===== src/design/assert_macros.svh =====
// Assertion helpers for the console engine
`ifndef ASSERT_MACROS_SVH
`define ASSERT_MACROS_SVH

// Clocked on i_clk, off while in reset
`define TCCE_ASSERT(lbl, prop, msg) \
    lbl: assert property (@(posedge i_clk) disable iff (!i_rst_n) prop) else $error(msg);

// Clocked on i_clk, also checked during reset
`define TCCE_ASSERT_RST(lbl, prop, msg) \
    lbl: assert property (@(posedge i_clk) prop) else $error(msg);

`endif


===== src/design/tcce_pkg.sv =====
package tcce_pkg;

    localparam int COLS   = 80;
    localparam int ROWS   = 25;
    localparam int CELLS  = COLS * ROWS;
    localparam int ADDR_W = $clog2(CELLS);
    localparam int COL_W  = 7;
    localparam int ROW_W  = 5;
    localparam int CHAR_W = 8;
    localparam int CELL_W = 16;
    localparam int QDEPTH = 2;
    localparam int QPTR_W = $clog2(QDEPTH);
    localparam int QCNT_W = $clog2(QDEPTH + 1);

    localparam logic [CHAR_W-1:0] CH_NL       = 8'd10;
    localparam logic [CHAR_W-1:0] CH_CR       = 8'd13;
    localparam logic [CHAR_W-1:0] CH_BS       = 8'd8;
    localparam logic [CHAR_W-1:0] CH_SP       = 8'h20;
    localparam logic [7:0]        RESET_COLOR = 8'h07;
    localparam logic [CELL_W-1:0] RESET_CELL  = 16'h0720;

    typedef enum logic [1:0] {
        CMD_PUT        = 2'd0,
        CMD_CLR_SCREEN = 2'd1,
        CMD_CLR_ROW    = 2'd2,
        CMD_READ       = 2'd3
    } t_cmd;

    typedef enum logic [2:0] {
        OP_PUTC,
        OP_NEWLINE,
        OP_RETURN,
        OP_BACKSPACE,
        OP_CLR_SCREEN,
        OP_CLR_ROW,
        OP_READ
    } t_op;

    typedef struct packed {
        t_op               op;
        logic [CHAR_W-1:0] ch;
        logic [ADDR_W-1:0] raddr;
        logic              rd_ok;
    } t_entry;

    typedef struct packed {
        logic              empty;
        logic              full;
        logic [QCNT_W-1:0] count;
    } t_q_status;

    typedef enum logic [2:0] {
        ST_INIT,
        ST_IDLE,
        ST_SCROLL,
        ST_FILL,
        ST_READ,
        ST_PREV,
        ST_RES
    } t_state;

    function automatic logic [ADDR_W-1:0] lin_addr(input logic [ROW_W-1:0] row,
                                                   input logic [COL_W-1:0] col);
        logic [ADDR_W-1:0] base;
        base = ADDR_W'(row) * ADDR_W'(COLS);
        return base + ADDR_W'(col);
    endfunction

endpackage


===== src/design/tcce_queue.sv =====
module tcce_queue (
    input  logic                  i_clk,
    input  logic                  i_rst_n,
    input  logic                  i_push,
    input  tcce_pkg::t_entry      i_entry,
    input  logic                  i_pop,
    output tcce_pkg::t_entry      o_entry,
    output tcce_pkg::t_q_status   o_status
);

    tcce_pkg::t_entry                r_slot [tcce_pkg::QDEPTH];
    logic [tcce_pkg::QPTR_W-1:0]     r_wp;
    logic [tcce_pkg::QPTR_W-1:0]     r_rp;
    logic [tcce_pkg::QCNT_W-1:0]     r_cnt;

    localparam logic [tcce_pkg::QPTR_W-1:0] PTR_LAST =
        tcce_pkg::QPTR_W'(tcce_pkg::QDEPTH - 1);

    assign o_entry        = r_slot[r_rp];
    assign o_status.count = r_cnt;
    assign o_status.empty = (r_cnt == '0);
    assign o_status.full  = (r_cnt == tcce_pkg::QCNT_W'(tcce_pkg::QDEPTH));

    always_ff @(posedge i_clk) begin
        if (i_push) begin
            r_slot[r_wp] <= i_entry;
        end
    end

    always_ff @(posedge i_clk) begin
        if (!i_rst_n) begin
            r_wp  <= '0;
            r_rp  <= '0;
            r_cnt <= '0;
        end else begin
            if (i_push) begin
                r_wp <= (r_wp == PTR_LAST) ? '0 : r_wp + 1'b1;
            end
            if (i_pop) begin
                r_rp <= (r_rp == PTR_LAST) ? '0 : r_rp + 1'b1;
            end
            r_cnt <= r_cnt + tcce_pkg::QCNT_W'(i_push) - tcce_pkg::QCNT_W'(i_pop);
        end
    end

endmodule


===== config.mk =====
export PLATFORM = sky130hd
export DESIGN_NAME = tcce_queue
export DESIGN_NICKNAME = d
export VERILOG_FILES = /design/src/design/assert_macros.svh /design/src/design/tcce_pkg.sv /design/src/design/tcce_queue.sv
export SDC_FILE = /design/constraint.sdc
export NUM_CORES = 1
export LEC_CHECK = 0
export ABC_CLOCK_PERIOD_IN_PS = 5050
export BUFFER_PORTS_ARGS = -buffer_cell sky130_fd_sc_hd__buf_4
export CAP_MARGIN = 30
export CORE_AREA = 2 2 67 116
export CTS_BUF_LIST = sky130_fd_sc_hd__clkbuf_4
export CTS_CLUSTER_SIZE = 14
export DETAILED_ROUTE_END_ITERATION = 12
export DIE_AREA = 0 0 69 118
export PLACE_DENSITY = 0.49
export SKIP_CTS_REPAIR_TIMING = 1
export SLEW_MARGIN = 20
export SYNTH_ARGS = -nofsm -noshare
export SYNTH_HDL_FRONTEND = slang
export SYNTH_SLANG_ARGS = --single-unit
export TNS_END_PERCENT = 20

===== constraint.sdc =====
create_clock -name i_clk -period 5.05 [get_ports i_clk]
set_input_delay 0.7575 -clock i_clk [delete_from_list [all_inputs] [get_ports i_clk]]
set_output_delay 0.7575 -clock i_clk [all_outputs]
set_load 0.005 [all_outputs]

* Word-level counts from Yosys, hierarchy flattened
Memories as Yosys holds them, arrays and structs flattened. A register that Yosys moved wholly into a read port is not among the register bits. Cells that the tools add are included.
Operators by class: add/subtract/negate cells 4, multiply operators 0, divide/modulo/power cells 0, magnitude comparators 0, eq/ne operators 1, shift-type cells 0, muxes and demuxes 6, bitwise operators 0, reductions and logical operators 1
Operator list (number):
- $mux W1 | 6
- $add A1 B1 Y1 const B | 2
- $add A2 B1 Y2 | 1
- $eq A2 B2 Y1 const B | 1
- $logic_not A2 Y1 | 1
- $sub A2 B1 Y2 | 1
Storage, ports and cells: flip-flop bits (word level) 4, bits in latches 0, memory bits (writable) 46, memory bits (read-only) 0, bits of input ports 27, logic and storage cells 16, memories kept 1
Memory list:
- r_slot | depth 2, bits a word 23, read ports 1, clocked after Yosys merged registers in 1, wr ports 1, line tcce_queue.sv:11 | tcce_pkg::t_entry r_slot [tcce_pkg::QDEPTH];

* Logic depth before layout (Yosys ltp)
Gate-level depths: netlist of run 1.
depth in word-level cells 4, gate-level depth with buffers 6

* Worst setup path before layout of run 1
Ideal clock, no wire load.
path type input -> register, start point input port i_push, end point memory r_slot[0][0] (netlist name) (enable), data arrival time 1.852 ns, slack 2.792 ns, cell stages on the path 1, path buffers 0, cells stage by stage nor2b_1
On the way: cells in the longest elaborated chain, start to end 2
Ends and longest elaborated chain:
- start, declared | line tcce_queue.sv:4 | input logic i_push,
- $mux W1 | line tcce_queue.sv:25 | if (i_push) begin
- $mux W1 (implied by the code) | line tcce_queue.sv:26 | r_slot[r_wp] <= i_entry;
- end, declared | line tcce_queue.sv:11
Every way passes these cells.

==> results.json, run 1 <==
{
  "yosys.area.top_type": "edfxtp_1",
  "totalNegativeSetupSlack_ns": 0,
  "final_core_util_pct": 34.4,
  "netlist_area_um2": 1890,
  "cts_buffer_depth": 2,
  "min_period_ns": 2.47,
  "seq_area_frac_synth_pct": 78.5,
  "routed_wl_mm": 3.44,
  "die-height_um": 118,
  "cts_buffers": 5,
  "relSlewSlack_pct": 54.5,
  "nets": 182,
  "total_power_uw": 803,
  "run_status": "finished clean",
  "antenna_found_initial": 0,
  "path_max_fanout": 14,
  "cap_violations": 0,
  "synth_warnings": 0,
  "avgSynthCellArea_um2": 20.5,
  "die_x_um": 69,
  "min_path_type": "in -> reg",
  "crit_arrival_ns": 1.72,
  "synth.distinct_cells": 12,
  "grt_max_degree": 15,
  "synth_edf_count": 46,
  "synth_most_common_cell": "edfxtp_1",
  "initial_utilization_pct": 26.3,
  "yosysTopAreaCellShare_pct": 73.2,
  "insertion_delay_ns": 0.36,
  "dieArea_um2": 8140,
  "cts_max_level": 2,
  "synth-seq-cells": 51,
  "pin_count": 54,
  "p_leak_nw": 0.937,
  "dr.pass1.iters": 3,
  "async_flop_share_pct": 0,
  "num-fill-cells": 733,
  "grt_setup_unrepaired": "false",
  "drtIter0Drc": 18,
  "ys_top_cells_by_count": "edfxtp_1 (46), mux2_2 (23), dfxtp_1 (5), and2_1 (4), nor2b_1 (4)",
  "gp_congestion": 0.645,
  "peakVddDrop_uv": 163,
  "ys.flop_type": "edfxtp_1",
  "drv_slew": 0,
  "core_area_um2": 7180,
  "vias": 981,
  "max_freq_ghz": 0.404,
  "setup_viol": 0,
  "wl_per_cell_um": 14.3,
  "synthesis.nets": 121,
  "antenna_cells": 0,
  "num_rows": 41,
  "drc": 0,
  "routed_via_density": 4.09,
  "dp_hpwl_mm": 2.60,
  "path_clk_slew_ns": 0.13,
  "clock-root-buffer": "clkbuf_4",
  "cts_sinks": 51,
  "setup.worst_path.end_class": "primary output",
  "powerDensity_nw_per_um2": 325,
  "hold_violations": 0,
  "tightestPinTransition_ns": 0.679,
  "layout-area-overhead-vs-synth_pct": 30.7,
  "cts_tree": "done",
  "period_share_pct": 49.0,
  "crit_required_ns": 4.29,
  "startpoint_type": "register",
  "skew_ns": 0.00789,
  "yosys-top-cells-area": "edfxtp_1 (73%), mux2_2 (14%), dfxtp_1 (5.3%), and2_1 (1.3%), ha_1 (1.3%)",
  "grt_pass1_wl_mm": 5.44,
  "postSynthCellCount": 92,
  "drive_above_1_share_pct": 57.1,
  "grt_use_total_pct": 8.84,
  "io_buffers": 53,
  "worst-setup-path-type": "reg -> out",
  "grt_pass1_vias": 1115,
  "antenna_left": 0,
  "overflow": 0
}
## layout make-up
class / count / area [µm²] / area share, %
Multi-Input combinational cell: 37 / 379 / 15.4
Sequential cell: 51 / 1480 / 60.0
Clock buffer: 7 / 52.6 / 2.13
Timing Repair Buffer: 56 / 435 / 17.6
Tap cell: 86 / 108 / 4.36
Inverter: 2 / 7.51 / 0.304
Clock inverter: 1 / 5.00 / 0.203
## metal layers
layer / share of wire [%] / vias to the layer above / GRT usage, %
li1: - / 471 / -
met1: 34 / 475 / 8.13
met2: 58 / 30 / 16.5
met3: 5.5 / 5 / 3.00
met4: 2.6 / 0 / 4.78
met5: 0 / - / 0
## cells in the final DEF (no fill, tap or decap), drive strengths merged
| cell type | netlist | layout |
|---|---|---|
| buf | 2 | 56 |
| nor2b | 4 | 4 |
| inv | 2 | 2 |
| and2 | 4 | 4 |
| xnor3 | 1 | 1 |
| xor2 | 1 | 1 |
| ha | 2 | 2 |
| o21a | 1 | 1 |
| edfxtp | 46 | 46 |
| dfxtp | 5 | 5 |
| clkinv | 0 | 1 |
| clkbuf | 0 | 7 |
| mux2 | 23 | 23 |
| nor2 | 1 | 1 |
## flip-flops by register name, indices dropped and copies added, names as in the netlist, named ones only
register  count
r_cnt         2
r_rp          1
r_slot       46
r_wp          1
## per-stage QoR
step,hold slack [ns],worst slack [ns],area [µm²],cells
6_report,0.571,2.58,2470,240
5_1_grt,0.524,2.44,2470,240
4_1_cts,0.538,2.50,2470,240
3_3_place_gp,0.569,2.69,2380,230
3_5_place_dp,0.578,2.91,2410,232
2_1_floorplan,0.555,2.79,1890,92
## logic make-up (layout without fill, tap and decap cells)
| group | count (synthesis) | count (layout) | share of synthesized area [%] |
|---|---|---|---|
| adders and majority gates | 2 | 2 | 1.33 |
| DFF | 51 | 51 | 78.5 |
| buffers and inverters | 4 | 66 | 1.59 |
| and+or+nand+nor | 9 | 9 | 2.85 |
| muxes | 23 | 23 | 13.7 |
| xor gates and xnor gates | 2 | 2 | 1.66 |
| AOI/OAI and AO/OA | 1 | 1 | 0.398 |
## critical path, cell delays in order (launching register included)
cell	delay [ns]
dfxtp_1	0.64
buf_8	0.23
mux2_2	0.36
buf_4	0.14
## final timing paths
path | from | to | slack (ns) | depth (start not counted)
min reg2reg | r_rp | register | 0.61 | 2
max | register | o_entry[10] | 2.58 | 3
max reg2reg | r_wp | r_slot[0][3] | 3.51 | 2
min | i_entry[18] | r_slot[1][18] | 0.57 | 1
## where the power goes
| group | leakage [nW] | internal [mW] | total (mW) | switching (mW) |
|---|---|---|---|---|
| Sequential | 0.473 | 0.487 | 0.499 | 0.0120 |
| Clock | 0.0361 | 0.0652 | 0.180 | 0.114 |
| Combinational | 0.428 | 0.0794 | 0.125 | 0.0454 |
(Power assumes the default switching activity.)
==> run 2: changes to the inputs <==
ABC_CLOCK_PERIOD_IN_PS = 2500   (was 5050)
clock period = 2.5 ns   (was 5.05 ns; I/O delays follow)
==> run 2 against run 1 <==
Compared with the run above: worst hold slack got worse by 0.40 ns; core utilization increased by 0.052 points; design area rose by 0.15%; critical path type unchanged; sequential share of layout area decreased by 0.091 points; setup slack got worse by 1.9 ns; cell count increased by 1.3%; critical endpoint is now o_entry[2]; global-route usage down 0.055 points; critical path depth is the same.
==> results.json, run 2 (same netlist as run 1, synthesis figures left out) <==
{
  "run_status": "finished clean",
  "vias": 977,
  "regToRegStartpoint": "r_cnt[0]",
  "period_share_pct": 72.4,
  "antenna_found_initial": 0,
  "hold_violations": 0,
  "grt_use_total_pct": 8.79,
  "antenna_left": 0,
  "tightestPinTransition_ns": 0.307,
  "setup_viol": 0,
  "startpoint_type": "register",
  "totalNegativeSetupSlack_ns": 0,
  "cts_buffers": 5,
  "core_area_um2": 7180,
  "relSlewSlack_pct": 79.5,
  "die-height_um": 118,
  "path_clk_slew_ns": 0.14,
  "min_path_type": "in -> reg",
  "setup.worst_path.end_class": "primary output",
  "total_power_mw": 1.62,
  "rrSetupSlack_ns": 1.22,
  "layout_commonest_cell": "buf_4",
  "io_buffers": 53,
  "grt_pass1_wl_mm": 5.35,
  "drv_slew": 0,
  "clock-root-buffer": "clkbuf_4",
  "antenna_cells": 0,
  "routed_via_density": 4.02,
  "cts_buffer_depth": 2,
  "dieArea_um2": 8140,
  "die_x_um": 69,
  "num_rows": 41,
  "grt_pass1_vias": 1119,
  "largest_reg_flops": 46,
  "min_from": "i_entry[12]",
  "skew_ns": 0.00913,
  "pin_count": 54,
  "gp_congestion": 0.649,
  "grt_setup_unrepaired": "false",
  "p_leak_nw": 0.945,
  "insertion_delay_ns": 0.37,
  "initial_utilization_pct": 26.3,
  "overflow": 0,
  "drtIter0Drc": 37,
  "min_period_ns": 1.81,
  "layout_common_cells": "buf_4 (59), edfxtp_1 (46), mux2_2 (23)",
  "worst-setup-path-type": "reg -> out",
  "cts_sinks": 51,
  "largestRegisters": "r_slot: 46 flops, r_cnt: 2 flops",
  "powerDensity_nw_per_um2": 654,
  "peakVddDrop_uv": 293,
  "cts_max_level": 2,
  "cts_tree": "done",
  "wl_per_cell_um": 14.3,
  "layout-area-overhead-vs-synth_pct": 30.9,
  "num-fill-cells": 728,
  "nets": 185,
  "drive_above_1_share_pct": 57.3,
  "cap_violations": 0,
  "crit_arrival_ns": 1.44,
  "routed_wl_mm": 3.46,
  "dr.pass1.iters": 3,
  "drc": 0,
  "max_freq_ghz": 0.552,
  "crit_required_ns": 2.12,
  "path_max_fanout": 12,
  "dp_hpwl_mm": 2.59,
  "grt_max_degree": 16,
  "largest-register": "r_slot"
}
[run 2: cell types whose count changed in the layout (fill, tap and decap cells not counted)]
| cell | before | now |
|---|---|---|
| buf_4 | 54 | 59 |
| buf_8 | 2 | 0 |
| clkbuf_4 | 7 | 6 |
| clkinv_1 | 0 | 1 |
[run 2: worst max-delay path, cell delays in order, from the launching register on]
cell and delay (ns):
dfxtp_1 0.35, buf_4 0.21, mux2_2 0.37, buf_4 0.14
[run 2: per-stage QoR]
step | util (%) | hold slack (ns) | area, µm² | std cells | worst slack (ns)
after floorplan | - | 0.474 | 1890 | 92 | 0.624
after global placement | 33.7 | 0.561 | 2420 | 235 | 1.09
after detailed placement | 33.7 | 0.563 | 2420 | 235 | 1.08
after CTS | 34.4 | 0.150 | 2470 | 243 | 0.628
after global routing | 34.4 | 0.147 | 2470 | 243 | 0.587
final | 34.4 | 0.175 | 2470 | 243 | 0.690
[run 2: final timing paths]
check	to	cells past startpoint
max reg2reg	r_cnt[1]	6
min	r_slot[1][12]	1
min reg2reg	r_rp	2
max	o_entry[2]	3
[run 2: cell type report]
type | instances | area (µm²) | area share [%]
Clock buffer | 6 | 45.0 | 1.82
Multi-Input combinational cell | 37 | 379 | 15.3
Timing Repair Buffer | 59 | 443 | 17.9
Sequential cell | 51 | 1480 | 59.9
Tap cell | 86 | 108 | 4.35
Inverter | 2 | 7.51 | 0.304
Clock inverter | 2 | 8.76 | 0.354
[run 2: where the power goes]
part,internal [mW],total (mW),switching [mW]
Sequential,0.983,1.00,0.0178
Combinational,0.162,0.259,0.0971
Clock,0.117,0.357,0.240
[run 2: routing by layer]
layer	share of wire [%]	track usage (%)	wire length, µm
met1	35	8.23	1210
met2	57	16.1	1970
met3	5.3	2.91	183
met4	2.7	5.15	93
met5	0	0	0
==> run 3: changes to the inputs <==
ABC_AREA = 1   (was unset)
ABC_CLOCK_PERIOD_IN_PS = 1800   (was 2500)
clock period = 1.8 ns   (was 2.5 ns; I/O delays follow)
==> run 3 against run 2 <==
Compared with the run above: critical path depth unchanged; sequential share of layout area down 0.15 points; critical endpoint is now o_entry[22]; synthesized cell count up 13%; highest routed layer unchanged; first-iteration DRC count up 30%; design area up 0.51%; area after synthesis unchanged.
==> results.json, run 3 <==
{
  "num_rows": 41,
  "synthesis.nets": 133,
  "largestRegisters": "r_slot: 46 flops, r_cnt: 2 flops",
  "num-fill-cells": 723,
  "path_clk_slew_ns": 0.13,
  "multiInputGateArea_um2": 360,
  "layout-area-overhead-vs-synth_pct": 31.6,
  "ys_top_cells_by_count": "edfxtp_1 (46), mux2_2 (23), nor2_1 (9), nand2_1 (8), inv_1 (7)",
  "drive_above_1_share_pct": 53.9,
  "max_freq_ghz": 0.593,
  "cap_violations": 0,
  "run_status": "finished clean",
  "synth_warnings": 0,
  "async_flop_share_pct": 0,
  "regArea_um2": 1490,
  "synth_most_common_cell": "edfxtp_1",
  "drv_slew": 0,
  "crit_chain": "buf_6 -> mux2_2 -> buf_4",
  "initial_utilization_pct": 26.3,
  "grt_setup_unrepaired": "false",
  "dr.pass1.iters": 4,
  "wl_per_cell_um": 14.1,
  "min_path_type": "in -> reg",
  "die_x_um": 69,
  "crit_required_ns": 1.53,
  "cts_max_level": 2,
  "layout_common_cells": "buf_4 (54), edfxtp_1 (46), mux2_2 (23)",
  "dp_hpwl_mm": 2.69,
  "antenna_cells": 0,
  "wl_met1_mm": 1.13,
  "tightestPinTransition_ns": 0.292,
  "cts_buffer_depth": 2,
  "crit_arrival_ns": 1.42,
  "route.met2.wl_mm": 2.12,
  "nets": 195,
  "cts_tree": "done",
  "largest-register": "r_slot",
  "met3WireLength_um": 211,
  "period_share_pct": 93.6,
  "cp_slowest_cell": "dfxtp_4",
  "drtIter0Drc": 48,
  "routed_via_density": 4.18,
  "seq_area_frac_synth_pct": 78.5,
  "yosysTopAreaCellShare_pct": 73.2,
  "drc": 0,
  "totalNegativeSetupSlack_ns": 0,
  "skew_ns": 0.00707,
  "routed_wl_mm": 3.56,
  "ys.flop_type": "edfxtp_1",
  "postSynthCellCount": 104,
  "synth.distinct_cells": 10,
  "layout_commonest_cell": "buf_4",
  "grt_pass1_wl_mm": 5.71,
  "clock-root-buffer": "clkbuf_4",
  "netlist_area_um2": 1890,
  "insertion_delay_ns": 0.36,
  "gp_congestion": 0.682,
  "grt_use_total_pct": 9.32,
  "relSlewSlack_pct": 80.5,
  "grt_pass1_vias": 1207,
  "peakVddDrop_uv": 532,
  "worst-setup-path-type": "reg -> out",
  "setup.worst_path.end_class": "primary output",
  "routed.top_layer": "met4",
  "setup_slack_ns": 0.115,
  "io_buffers": 53,
  "cp_top_family": "flip-flops",
  "core_area_um2": 7180,
  "die-height_um": 118,
  "hold_violations": 0,
  "startpoint_type": "register",
  "path_max_fanout": 11,
  "vias": 1057,
  "yosys-top-cells-area": "edfxtp_1 (73%), mux2_2 (14%), dfxtp_1 (5.3%), nor2_1 (1.8%), nand2_1 (1.6%)",
  "cts_sinks": 51,
  "grt_max_degree": 21,
  "crit_buf_inv": 2,
  "min_period_ns": 1.69,
  "largest_reg_flops": 46,
  "avgSynthCellArea_um2": 18.2,
  "pin_count": 54,
  "antenna_found_initial": 0,
  "overflow": 0,
  "synth_edf_count": 46,
  "yosys.area.top_type": "edfxtp_1",
  "synth-seq-cells": 51,
  "setup_viol": 0,
  "max_stage_delay_ns": 0.40,
  "pre_cts_ws_ns": 0.379,
  "cts_buffers": 5,
  "antenna_left": 0,
  "p_leak_nw": 0.968,
  "dieArea_um2": 8140,
  "powerDensity_nw_per_um2": 886
}
-- run 3: cell types whose count changed in the layout (fill, tap and decap cells not counted), sizes merged, moves of 2 or more --
cell   change
nand2      +8
nor2       +8
inv        +5
and2       -4
nor2b      -4
buf        -2
-- run 3: worst paths after layout --
kind                from       endpoint  slack [ns]  cells after the start
min          i_entry[13]  r_slot[1][13]        0.08                      1
min reg2reg         r_wp           r_wp        0.52                      2
max             register    o_entry[22]        0.11                      3
max reg2reg     r_cnt[0]       r_cnt[1]        0.46                      8
-- run 3: where the power goes --
part / switching [mW] / internal (mW) / leakage (nW)
logic: 0.131 / 0.184 / 0.462
registers: 0.0237 / 1.36 / 0.474
clock network: 0.332 / 0.166 / 0.0317
-- run 3: cell families after synthesis --
logic type | after synthesis | synth area share [%]
muxes | 23 | 13.7
AOI/OAI and AO/OA | 1 | 0.265
DFF | 51 | 78.5
and+or+nand+nor | 18 | 3.64
buffers and inverters | 9 | 2.58
adders and majority gates | 2 | 1.33
-- run 3: final cells by class --
cell class | instances | area share (%)
flip-flops and latches | 51 | 59.8
repair buffers | 57 | 18.0
well taps | 86 | 4.33
inverters | 7 | 1.06
clock inverters | 2 | 0.504
multi-input cells | 44 | 14.5
clock buffers | 6 | 1.81
-- run 3: per-stage QoR --
step | util [%] | instance area [µm²] | hold slack, ns | cells | total power, mW
after floorplan | - | 1890 | 0.363 | 104 | 1.54
after global placement | 33.6 | 2420 | 0.456 | 245 | 1.72
after global routing | 34.6 | 2480 | 0.0369 | 253 | 2.32
final | 34.6 | 2480 | 0.0792 | 253 | 2.20
after CTS | 34.4 | 2470 | 0.0511 | 253 | 2.24
after detailed placement | 33.6 | 2420 | 0.458 | 245 | 1.74
-- run 3: routing by layer --
metal,track usage [%],vias up
met3,3.34,5
met1,7.56,515
li1,-,507
met5,0,-
met4,5.15,0
met2,18.3,30
-- run 3: worst register-to-register path, delay by kind of cell (launching register included) --
| kind | cells | cell delay (ns) |
|---|---|---|
| simple gates | 2 | 0.12 |
| flops | 1 | 0.41 |
| fa+ha+maj | 2 | 0.45 |
| buf+inv | 3 | 0.15 |
| compound gates | 1 | 0.12 |
