==> src/design/assert_macros.svh <==
// Assertion helpers for the console engine
`ifndef ASSERT_MACROS_SVH
`define ASSERT_MACROS_SVH

// Clocked on i_clk, off while in reset
`define TCCE_ASSERT(lbl, prop, msg) \
    lbl: assert property (@(posedge i_clk) disable iff (!i_rst_n) prop) else $error(msg);

// Clocked on i_clk, also checked during reset
`define TCCE_ASSERT_RST(lbl, prop, msg) \
    lbl: assert property (@(posedge i_clk) prop) else $error(msg);

`endif

==> src/design/tcce_pkg.sv <==
package tcce_pkg;

    localparam int COLS   = 80;
    localparam int ROWS   = 25;
    localparam int CELLS  = COLS * ROWS;
    localparam int ADDR_W = $clog2(CELLS);
    localparam int COL_W  = 7;
    localparam int ROW_W  = 5;
    localparam int CHAR_W = 8;
    localparam int CELL_W = 16;
    localparam int QDEPTH = 2;
    localparam int QPTR_W = $clog2(QDEPTH);
    localparam int QCNT_W = $clog2(QDEPTH + 1);

    localparam logic [CHAR_W-1:0] CH_NL       = 8'd10;
    localparam logic [CHAR_W-1:0] CH_CR       = 8'd13;
    localparam logic [CHAR_W-1:0] CH_BS       = 8'd8;
    localparam logic [CHAR_W-1:0] CH_SP       = 8'h20;
    localparam logic [7:0]        RESET_COLOR = 8'h07;
    localparam logic [CELL_W-1:0] RESET_CELL  = 16'h0720;

    typedef enum logic [1:0] {
        CMD_PUT        = 2'd0,
        CMD_CLR_SCREEN = 2'd1,
        CMD_CLR_ROW    = 2'd2,
        CMD_READ       = 2'd3
    } t_cmd;

    typedef enum logic [2:0] {
        OP_PUTC,
        OP_NEWLINE,
        OP_RETURN,
        OP_BACKSPACE,
        OP_CLR_SCREEN,
        OP_CLR_ROW,
        OP_READ
    } t_op;

    typedef struct packed {
        t_op               op;
        logic [CHAR_W-1:0] ch;
        logic [ADDR_W-1:0] raddr;
        logic              rd_ok;
    } t_entry;

    typedef struct packed {
        logic              empty;
        logic              full;
        logic [QCNT_W-1:0] count;
    } t_q_status;

    typedef enum logic [2:0] {
        ST_INIT,
        ST_IDLE,
        ST_SCROLL,
        ST_FILL,
        ST_READ,
        ST_PREV,
        ST_RES
    } t_state;

    function automatic logic [ADDR_W-1:0] lin_addr(input logic [ROW_W-1:0] row,
                                                   input logic [COL_W-1:0] col);
        logic [ADDR_W-1:0] base;
        base = ADDR_W'(row) * ADDR_W'(COLS);
        return base + ADDR_W'(col);
    endfunction

endpackage

==> src/design/tcce_if.sv <==
interface tcce_in_if;
    logic       valid;
    logic       ready;
    logic [1:0] cmd;
    logic [7:0] char_code;
    logic [6:0] read_col;
    logic [4:0] read_row;

    modport source (output valid, output cmd, output char_code, output read_col,
                    output read_row, input ready);
    modport sink   (input valid, input cmd, input char_code, input read_col,
                    input read_row, output ready);
endinterface


==> src/design/tcce_front.sv <==
module tcce_front (
    tcce_in_if.sink               i_in,
    input  logic                  i_enable,
    input  tcce_pkg::t_q_status   i_q_status,
    output logic                  o_push,
    output tcce_pkg::t_entry      o_entry
);

    assign i_in.ready = i_enable && !i_q_status.full;
    assign o_push     = i_in.valid && i_in.ready;

    always_comb begin
        o_entry.ch    = i_in.char_code;
        o_entry.raddr = tcce_pkg::lin_addr(i_in.read_row, i_in.read_col);
        o_entry.rd_ok = (i_in.read_col < tcce_pkg::COL_W'(tcce_pkg::COLS)) &&
                        (i_in.read_row < tcce_pkg::ROW_W'(tcce_pkg::ROWS));
        unique case (tcce_pkg::t_cmd'(i_in.cmd))
            tcce_pkg::CMD_PUT: begin
                priority if (i_in.char_code == tcce_pkg::CH_NL) begin
                    o_entry.op = tcce_pkg::OP_NEWLINE;
                end else if (i_in.char_code == tcce_pkg::CH_CR) begin
                    o_entry.op = tcce_pkg::OP_RETURN;
                end else if (i_in.char_code == tcce_pkg::CH_BS) begin
                    o_entry.op = tcce_pkg::OP_BACKSPACE;
                end else begin
                    o_entry.op = tcce_pkg::OP_PUTC;
                end
            end
            tcce_pkg::CMD_CLR_SCREEN: o_entry.op = tcce_pkg::OP_CLR_SCREEN;
            tcce_pkg::CMD_CLR_ROW:    o_entry.op = tcce_pkg::OP_CLR_ROW;
            tcce_pkg::CMD_READ:       o_entry.op = tcce_pkg::OP_READ;
        endcase
    end

endmodule

==> src/flat_wrapper.sv <==
// flat-port wrapper written by rule: the top's interface ports become plain ports
module tcce_front_flat 
  (i_enable, i_q_status, o_push, o_entry, i_in_valid, i_in_cmd, i_in_char_code, i_in_read_col, i_in_read_row, i_in_ready);
  tcce_in_if i_in_i ();
  input  logic i_enable;
  input  tcce_pkg::t_q_status i_q_status;
  output logic o_push;
  output tcce_pkg::t_entry o_entry;
  input wire logic [$bits(i_in_i.valid)-1:0] i_in_valid;
  input wire logic [$bits(i_in_i.cmd)-1:0] i_in_cmd;
  input wire logic [$bits(i_in_i.char_code)-1:0] i_in_char_code;
  input wire logic [$bits(i_in_i.read_col)-1:0] i_in_read_col;
  input wire logic [$bits(i_in_i.read_row)-1:0] i_in_read_row;
  output wire logic [$bits(i_in_i.ready)-1:0] i_in_ready;
  assign i_in_i.valid = i_in_valid;
  assign i_in_i.cmd = i_in_cmd;
  assign i_in_i.char_code = i_in_char_code;
  assign i_in_i.read_col = i_in_read_col;
  assign i_in_i.read_row = i_in_read_row;
  assign i_in_ready = i_in_i.ready;
  tcce_front u_core (.i_in(i_in_i), .i_enable(i_enable), .i_q_status(i_q_status), .o_push(o_push), .o_entry(o_entry));
endmodule
==> config.mk <==
export PLATFORM = sky130hd
export DESIGN_NAME = tcce_front_flat
export DESIGN_NICKNAME = d
export VERILOG_FILES = /design/src/design/assert_macros.svh /design/src/design/tcce_pkg.sv /design/src/design/tcce_if.sv /design/src/design/tcce_front.sv /design/src/flat_wrapper.sv
export SDC_FILE = /design/constraint.sdc
export NUM_CORES = 1
export LEC_CHECK = 0
export BUFFER_PORTS_ARGS = -buffer_cell sky130_fd_sc_hd__buf_2
export CAP_MARGIN = 20
export CORE_MARGIN = 2
export CORE_UTILIZATION = 30
export DETAILED_ROUTE_END_ITERATION = 6
export PLACE_DENSITY = 0.72
export SETUP_SLACK_MARGIN = 0.4
export SLEW_MARGIN = 20
export SYNTH_ARGS = -nofsm -noshare
export SYNTH_HDL_FRONTEND = slang
export SYNTH_SLANG_ARGS = --single-unit
==> constraint.sdc <==
create_clock -name vclk -period 6.22
set_input_delay 1.244 -clock vclk [all_inputs]
set_output_delay 1.244 -clock vclk [all_outputs]
set_load 0.02 [all_outputs]
* After elaboration in Yosys (flattened, before gate mapping)
Index checks and enable logic that the tools add are counted.
Storage, ports and cells: logic and storage cells 19, bits of input ports 28, output and inout bits 25, flip-flop bits (word level) 0
Cells by class: reduce and logical (&&, ||, !) cells 5, multipliers 1, magnitude comparators 2, eq/ne operators 6, add/subtract/negate cells 1, mux-type cells 4
Operators with widths (count):
- $eq A8 B4 Y1 const B | 3
- $pmux W3 S4 | 1
- $add A11 B7 Y11 | 1
- $lt A7 B7 Y1 const B | 1
- $mul A5 B3 Y7 const B | 1
- $mux W3 | 2
- $lt A5 B5 Y1 const B | 1
- $eq A2 B2 Y1 const B | 2
- $logic_and A1 B1 Y1 | 3
- $eq A2 B1 Y1 const B | 1
- $logic_not A2 Y1 | 1
- $mux W2 | 1
- $logic_not A1 Y1 | 1

* Logic depth before layout (Yosys ltp)
Gate-level depths: netlist (run 1).
depth in word-level cells 5, depth in mapped cells 7, depth with buffers taken out 7

* Worst setup path before layout (run 1)
OpenSTA, ideal clock, no wires.
path type input-to-output, start point input i_in_read_row[1], end point output o_entry[11] (netlist bit), buffers on the path 0, stages 7, data arrival time 3.014 ns, path slack 1.962 ns, required time 4.976 ns, path through ha_1 > ha_1 > fa_1 > xor2_2 > o2111ai_1 > xnor2_1 > xnor2_1
RTL lines:
- start: declaration | RTL line flat_wrapper.sv:13 | input wire logic [$bits(i_in_i.read_row)-1:0] i_in_read_row;
- end: declaration | RTL line flat_wrapper.sv:8 | output tcce_pkg::t_entry o_entry;

==> flow_summary.yaml, run 1 <==
logic_synthesis:
  synth_nets: 96
  synth.cell_area_um2: 465.4
  ys_seq_area_share_pct: 0
  synth_cells: 57
  syn_avg_cell_area_um2: 8.166
  ys.warnings.count: 0
  synth_cell_type_count: 20
critical_path:
  worst-endpoint-required_ns: 4.98
  chain_of_cells_forming_the_critical_path: "buf_2 -> ha_1 -> ha_1 -> fa_1 -> xor2_2 -> o2111ai_1 -> xnor2_1 -> xnor2_1 -> buf_2"
  worst_path_largest_cell_delay_ns: 0.41
  critPathLaunchType: "input port"
  setup.worst_path.class: "in2out"
  critical_path.top_delay_family: "adder cells"
  critical_path.max_fanout: 4
  worstPathBufferInverterCount: 2
  timing.critical_path.slowest_stage_cell: "sky130_fd_sc_hd__fa_1"
  crit_arrival_ns: 3.19
  cp-end-kind: "primary output"
timing:
  slew_violations: 0
  maxSlewHeadroom_pct: 81.82
  hold_viol_final: 0
  timing.setup.tns_ns: 0
  grt_setup_unrepaired: "false"
  min_period_over_period_pct: 71.28
  max_clock_freq_mhz: 225.5
  period_minus_slack_ns: 4.434
  worstMarginPinSlew_ns: 0.2693
  report.final.setup_viol: 0
route:
  route.final.wire_length_um: 1009
  total_via_count_in_the_routed_design: 490
  remaining_drc_errors: 0
  drt-wirelength-per-cell_um: 9.796
  total_iterations_of_the_first_detailed_routing_run: 4
  detail-route-antenna-nets: 0
  detail_route.iter0.violations: 2
  viasPerCell: 4.757
min_path:
  hold_path_class: "in2out"
run_status:
  outcome: "finished, final reports clean"
floorplanning:
  fp.coreArea_um2: 1471
  die_h_um: 43.39
  ioPinCount: 53
  rows: 14
  die_area_um2: 1883
  die_x_um: 43.39
  starting_utilization_of_the_core_area_pct: 31.63
final_layout:
  fin_area_um2: 605.6
  final_layout_size_suffix_gt1_share_pct: 50.57
  layout.cells.most_common: "sky130_fd_sc_hd__buf_2"
  clock_buffer_count: 0
  n_fill_cell: 154
  n_antenna_cell: 0
  numSequentialCells: 0
  commonest_cells_after_routing_fill_and_taps_aside: "42 x sky130_fd_sc_hd__buf_2, 9 x sky130_fd_sc_hd__ha_1, 6 x sky130_fd_sc_hd__xnor2_1"
  sequential_cell_area_um2: 0
  area_delta_synth_final_pct: 30.11
  design.final.nets: 128
placement:
  finalWeightedCongestion: 0.7248
  detailedPlacementHpwl_um: 971.4
  placement.cell_area_um2: 605.6
  io_buffers: 42
grt:
  antenna_found_initial: 0
  grt_max_degree: 5
  global_route_wire_length_before_repair_um: 1628
  first_global_vias: 423
  grt.total_usage_pct: 10.56
  global_route.overflow_total: 0
clock_tree:
  cts.repair_timing.setup_buffer_count: 0
  post_cts_hold_buffer_count: 0
  postCtsResizedCells: 0
power_and_ir_drop:
  irDropWorstVdd_mv: 0.08070
  pwr_density_cell_nw_per_um2: 126.9
  power.static_leakage_nw: 0.3530
run:
  timing.max_cap.violations: 0
[routing by layer]
metal	wire length [µm]	track usage, %
met3	136	0.4167
met5	0	0
met2	555	22.69
met4	0	0.6061
met1	317	11.54
[path summary, 6_finish.rpt]
check,startpoint,to,cells past startpoint
setup / recovery,i_in_read_row[1],o_entry[11],9
hold / removal,i_in_read_col[0],o_entry[1],0
[cell usage after synthesis]
| cell type | count | share of area, % |
|---|---|---|
| sky130_fd_sc_hd__buf_4 | 12 | 19 |
| sky130_fd_sc_hd__ha_1 | 9 | 24 |
| sky130_fd_sc_hd__xnor2_1 | 6 | 11 |
| sky130_fd_sc_hd__inv_1 | 4 | 3.2 |
| sky130_fd_sc_hd__nor2_1 | 4 | 3.2 |
| sky130_fd_sc_hd__a21oi_1 | 3 | 3.2 |
| sky130_fd_sc_hd__and2_1 | 3 | 4.0 |
| sky130_fd_sc_hd__a21o_1 | 2 | 3.2 |
| sky130_fd_sc_hd__fa_1 | 2 | 8.6 |
| sky130_fd_sc_hd__nor2b_1 | 2 | 2.7 |
| sky130_fd_sc_hd__a32o_1 | 1 | 2.2 |
| sky130_fd_sc_hd__nand2_1 | 1 | 0.81 |
| sky130_fd_sc_hd__nor4_1 | 1 | 1.3 |
| sky130_fd_sc_hd__o2111ai_1 | 1 | 1.9 |
| sky130_fd_sc_hd__o21ai_0 | 1 | 1.1 |
| sky130_fd_sc_hd__o21ai_1 | 1 | 1.1 |
| sky130_fd_sc_hd__o311ai_0 | 1 | 1.9 |
| sky130_fd_sc_hd__or2_2 | 1 | 1.3 |
| sky130_fd_sc_hd__xor2_1 | 1 | 1.9 |
| sky130_fd_sc_hd__xor2_2 | 1 | 3.5 |
[layout make-up]
type | instances | area [µm²] | area share (%)
multi-input cells | 41 | 360.3 | 59.50
repair buffers | 42 | 210.2 | 34.71
well taps | 16 | 20.02 | 3.306
inverters | 4 | 15.01 | 2.479
[power by group]
part	leakage [nW]	switching, mW	total [mW]	internal, mW
logic	0.353	0.0450	0.0769	0.0319
registers	0	0	0	0
clock network	0	0	0	0
[metrics by stage]
step                      power (mW)  util [%]  setup WS (ns)  hold slack [ns]  instances
after floorplan              0.05830         -          1.962            2.568         57
after global placement       0.07616     41.16          1.764            2.488        103
after detailed placement     0.07743     41.16          1.758            2.488        103
after CTS                    0.07803     41.16          1.752            2.488        103
after global routing         0.08409     41.16          1.681            2.488        103
final                        0.07685     41.16          1.786            2.488        103
[cell families (layout without fill, tap and decap cells)]
logic type	Yosys count	after routing	synth area share, %
adders and majority gates	11	11	32.80
AOI/OAI and AO/OA	10	10	14.51
xor gates and xnor gates	8	8	16.67
buffers and inverters	16	46	22.58
and+or+nand+nor	12	12	13.44
Note: power is estimated with default switching activity, not from simulation.
==> run 2: changes to the inputs <==
--- a/config.mk
+++ b/config.mk
@@ -10,7 +10,7 @@
 export CORE_MARGIN = 2
 export CORE_UTILIZATION = 30
 export DETAILED_ROUTE_END_ITERATION = 6
-export PLACE_DENSITY = 0.72
+export PLACE_DENSITY = 0.75
 export SETUP_SLACK_MARGIN = 0.4
 export SLEW_MARGIN = 20
 export SYNTH_ARGS = -nofsm -noshare
==> constraint.sdc (replaced) <==
create_clock -name vclk -period 3.8
set_input_delay 0.76 -clock vclk [all_inputs]
set_output_delay 0.76 -clock vclk [all_outputs]
set_load 0.02 [all_outputs]
==> flow_summary.yaml, run 2 (same netlist as run 1, synthesis figures left out) <==
floorplanning:
  fp.coreArea_um2: 1471
  ioPinCount: 53
  die_h_um: 43.39
  rows: 14
  die_x_um: 43.39
  die_area_um2: 1883
  starting_utilization_of_the_core_area_pct: 31.63
placement:
  io_buffers: 42
  finalWeightedCongestion: 0.7850
  detailedPlacementHpwl_um: 964
  place_inst: 103
timing:
  report.final.setup_viol: 0
  period_minus_slack_ns: 3.324
  grt_setup_unrepaired: "false"
  hold_viol_final: 0
  slew_violations: 0
  maxSlewHeadroom_pct: 83.74
  min_period_over_period_pct: 87.47
  timing.setup.tns_ns: 0
  worstMarginPinSlew_ns: 0.2409
  max_clock_freq_mhz: 300.9
final_layout:
  layout.cells.most_common: "sky130_fd_sc_hd__buf_2"
  finalCoreUtilization_pct: 45.66
  clock_buffer_count: 0
  stdcell_count: 106
  numSequentialCells: 0
  design.final.nets: 131
  commonest_cells_after_routing_fill_and_taps_aside: "41 x sky130_fd_sc_hd__buf_2, 7 x sky130_fd_sc_hd__ha_1, 5 x sky130_fd_sc_hd__xnor2_1"
  sequential_cell_area_um2: 0
  n_antenna_cell: 0
  final_layout_size_suffix_gt1_share_pct: 57.78
  multi_input_comb_area_um2: 401.6
  n_fill_cell: 158
  area_delta_synth_final_pct: 44.35
route:
  route.final.wire_length_um: 1104
  detail_route.iter0.violations: 2
  detail-route-antenna-nets: 0
  total_iterations_of_the_first_detailed_routing_run: 2
  total_via_count_in_the_routed_design: 497
  remaining_drc_errors: 0
  viasPerCell: 4.689
  drt-wirelength-per-cell_um: 10.42
power_and_ir_drop:
  power.static_leakage_nw: 0.3719
  pwr_density_cell_nw_per_um2: 217.6
  total_power_uw: 146.2
  irDropWorstVdd_mv: 0.1160
grt:
  antenna_found_initial: 0
  grt_max_degree: 5
  global_route_wire_length_before_repair_um: 1531
  global_route.overflow_total: 0
  first_global_vias: 390
  grt.total_usage_pct: 9.949
run:
  timing.max_cap.violations: 0
min_path:
  hold_path_class: "in2out"
critical_path:
  timing.critical_path.slowest_stage_cell: "sky130_fd_sc_hd__fa_2"
  worst-endpoint-required_ns: 3.04
  worst_path_largest_cell_delay_ns: 0.40
  cp-end-kind: "primary output"
  setup.worst_path.class: "in2out"
  critical_path.max_fanout: 4
  crit_arrival_ns: 2.56
  critPathLaunchType: "input port"
  worstPathBufferInverterCount: 2
  critical_path.top_delay_family: "adder cells"
  cell_with_the_most_instances_on_the_worst_path: "sky130_fd_sc_hd__ha_4"
  chain_of_cells_forming_the_critical_path: "buf_2 -> ha_4 -> ha_4 -> fa_2 -> xor2_2 -> o2111ai_2 -> xnor2_2 -> xnor2_1 -> buf_4"
clock_tree:
  post_cts_hold_buffer_count: 0
run_status:
  outcome: "finished, final reports clean"
-- run 2: final cells by class --
type | instances | share of cell area [%]
well taps | 16 | 2.980
multi-input cells | 41 | 59.78
inverters | 4 | 2.235
repair buffers | 45 | 35.01
-- run 2: power by group --
group	switching (mW)	total, mW	internal, mW
Combinational	0.0797	0.146	0.0665
Sequential	0	0	0
Clock	0	0	0
-- run 2: routing by layer --
| layer | share of wire (%) | wire length [µm] | global-route usage [%] | up-vias |
|---|---|---|---|---|
| met5 | 0 | 0 | 0 | - |
| li1 | - | - | - | 247 |
| met1 | 36 | 394 | 11.25 | 220 |
| met4 | 0 | 0 | 0 | 0 |
| met3 | 12 | 127 | 0.8333 | 0 |
| met2 | 53 | 582 | 20.90 | 30 |
-- run 2: metrics by stage --
step	area (µm²)	setup slack, ns	hold slack [ns]
after floorplan	465.4	0.5103	1.600
after global placement	605.6	0.3150	1.520
after detailed placement	605.6	0.3051	1.520
after CTS	615.6	0.4129	1.520
after global routing	671.9	0.4046	1.520
final	671.9	0.4763	1.520
-- run 2: worst paths after layout --
| check | slack, ns | to | cells past startpoint | start |
|---|---|---|---|---|
| min | 1.52 | o_entry[2] | 0 | i_in_read_col[1] |
| max | 0.48 | o_entry[11] | 9 | i_in_read_row[1] |
-- run 2: repair_timing --
action / 4_1_cts / 5_1_grt
setup buffers: 1 / 2
gates resized for setup: 1 / 6
pin swaps: 2 / 6
endpoints found under the setup margin: 1 / 1
==> run 3: changes to the inputs <==
--- a/config.mk
+++ b/config.mk
@@ -7,7 +7,7 @@
 export LEC_CHECK = 0
 export BUFFER_PORTS_ARGS = -buffer_cell sky130_fd_sc_hd__buf_2
 export CAP_MARGIN = 20
-export CORE_MARGIN = 2
+export CORE_MARGIN = 4
 export CORE_UTILIZATION = 30
 export DETAILED_ROUTE_END_ITERATION = 6
 export PLACE_DENSITY = 0.75
==> flow_summary.yaml, run 3 (same netlist as run 1, synthesis figures left out) <==
timing:
  timing.setup.tns_ns: 0
  period_minus_slack_ns: 3.317
  worstMarginPinSlew_ns: 0.2434
  hold_viol_final: 0
  min_period_over_period_pct: 87.29
  grt_setup_unrepaired: "false"
  slew_violations: 0
  max_clock_freq_mhz: 301.5
  report.final.setup_viol: 0
  maxSlewHeadroom_pct: 83.57
route:
  total_iterations_of_the_first_detailed_routing_run: 1
  route.final.wire_length_um: 1133
  detail_route.iter0.violations: 0
  viasPerCell: 4.635
  detail-route-antenna-nets: 0
  remaining_drc_errors: 0
  drt-wirelength-per-cell_um: 10.89
  total_via_count_in_the_routed_design: 482
critical_path:
  cp-end-kind: "primary output"
  critical_path.max_fanout: 4
  critPathLaunchType: "input port"
  worstPathBufferInverterCount: 2
  worst_path_largest_cell_delay_ns: 0.39
  worst-endpoint-required_ns: 3.04
  setup.worst_path.class: "in2out"
  critical_path.top_delay_family: "adder cells"
  chain_of_cells_forming_the_critical_path: "buf_2 -> ha_4 -> ha_4 -> fa_2 -> xor2_2 -> o2111ai_2 -> xnor2_1 -> xnor2_1 -> buf_4"
  crit_arrival_ns: 2.56
  timing.critical_path.slowest_stage_cell: "sky130_fd_sc_hd__fa_2"
placement:
  finalWeightedCongestion: 0.7472
  placement.cell_area_um2: 604.3
  io_buffers: 42
  detailedPlacementHpwl_um: 1021
grt:
  first_global_vias: 417
  global_route_wire_length_before_repair_um: 1642
  grt.total_usage_pct: 9.608
  global_route.overflow_total: 0
  grt_max_degree: 5
  antenna_found_initial: 0
final_layout:
  sequential_cell_area_um2: 0
  numSequentialCells: 0
  layout.cells.most_common: "sky130_fd_sc_hd__buf_2"
  n_antenna_cell: 0
  clock_buffer_count: 0
  multi_input_comb_area_um2: 394.1
  design.final.nets: 130
  area_delta_synth_final_pct: 40.86
  finalCoreUtilization_pct: 47.42
  commonest_cells_after_routing_fill_and_taps_aside: "41 x sky130_fd_sc_hd__buf_2, 7 x sky130_fd_sc_hd__ha_1, 6 x sky130_fd_sc_hd__xnor2_1"
  fin_area_um2: 655.6
  n_fill_cell: 144
  final_layout_size_suffix_gt1_share_pct: 56.18
floorplanning:
  die_h_um: 47.39
  rows: 13
  ioPinCount: 53
  starting_utilization_of_the_core_area_pct: 33.67
  die_area_um2: 2246
  fp.coreArea_um2: 1383
  die_x_um: 47.39
power_and_ir_drop:
  sequential_share_of_power_pct: 0
  swShare_pct: 55.48
  p_int_uw: 62.97
  pwr_density_cell_nw_per_um2: 215.8
  comb_power_share_pct: 100.0
  p_switching_uw: 78.48
  total_power_uw: 141.5
  power.static_leakage_nw: 0.3614
  irDropWorstVdd_mv: 0.1407
  clock_power_share_pct: 0
run_status:
  outcome: "finished, final reports clean"
min_path:
  hold_path_class: "in2out"
run:
  timing.max_cap.violations: 0
[run 3: changes by cell type in the layout (fill, tap and decap cells not counted)]
cell | before | now
sky130_fd_sc_hd__xnor2_2 | 1 | 0
sky130_fd_sc_hd__xnor2_1 | 5 | 6
sky130_fd_sc_hd__buf_4 | 4 | 3
[run 3: through the flow]
stage | std cells | hold WS [ns] | worst slack, ns
global placement | 102 | 1.520 | 0.3308
floorplan | 57 | 1.600 | 0.5103
CTS | 103 | 1.520 | 0.4186
detailed placement | 102 | 1.520 | 0.2814
finish | 104 | 1.520 | 0.4829
global route | 104 | 1.520 | 0.3787
[run 3: cell type report]
class	count	area share (%)
inverter	4	2.290
multi-input combinational	41	60.11
tap	15	2.863
timing repair buffer	44	34.73
[run 3: power groups by stage]
stage,Clock [mW],Sequential (mW),Combinational (mW)
after floorplan,0,0,0.0954
final,0,0,0.141
after CTS,0,0,0.135
after global routing,0,0,0.156
after detailed placement,0,0,0.127
after global placement,0,0,0.126
[run 3: repair_timing]
action	4_1_cts	5_1_grt
hold buffers	0	0
setup buffers	1	1
pin swaps	2	4
endpoints found under the setup margin	1	1
resized for setup	3	3
[run 3: path summary, 6_finish.rpt]
kind,startpoint,to,slack (ns),cells past startpoint
setup / recovery,i_in_read_row[1],o_entry[11],0.48,9
hold / removal,i_in_read_col[0],o_entry[1],1.52,0
[run 3: layer usage]
| layer | routed length (µm) | up-vias | track usage [%] | part of all wire [%] |
|---|---|---|---|---|
| li1 | - | 246 | - | - |
| met1 | 379 | 205 | 10.79 | 33 |
| met2 | 562 | 31 | 19.79 | 50 |
| met3 | 190 | 0 | 1.149 | 17 |
| met4 | 0 | 0 | 0 | 0 |
| met5 | 0 | - | 0 | 0 |
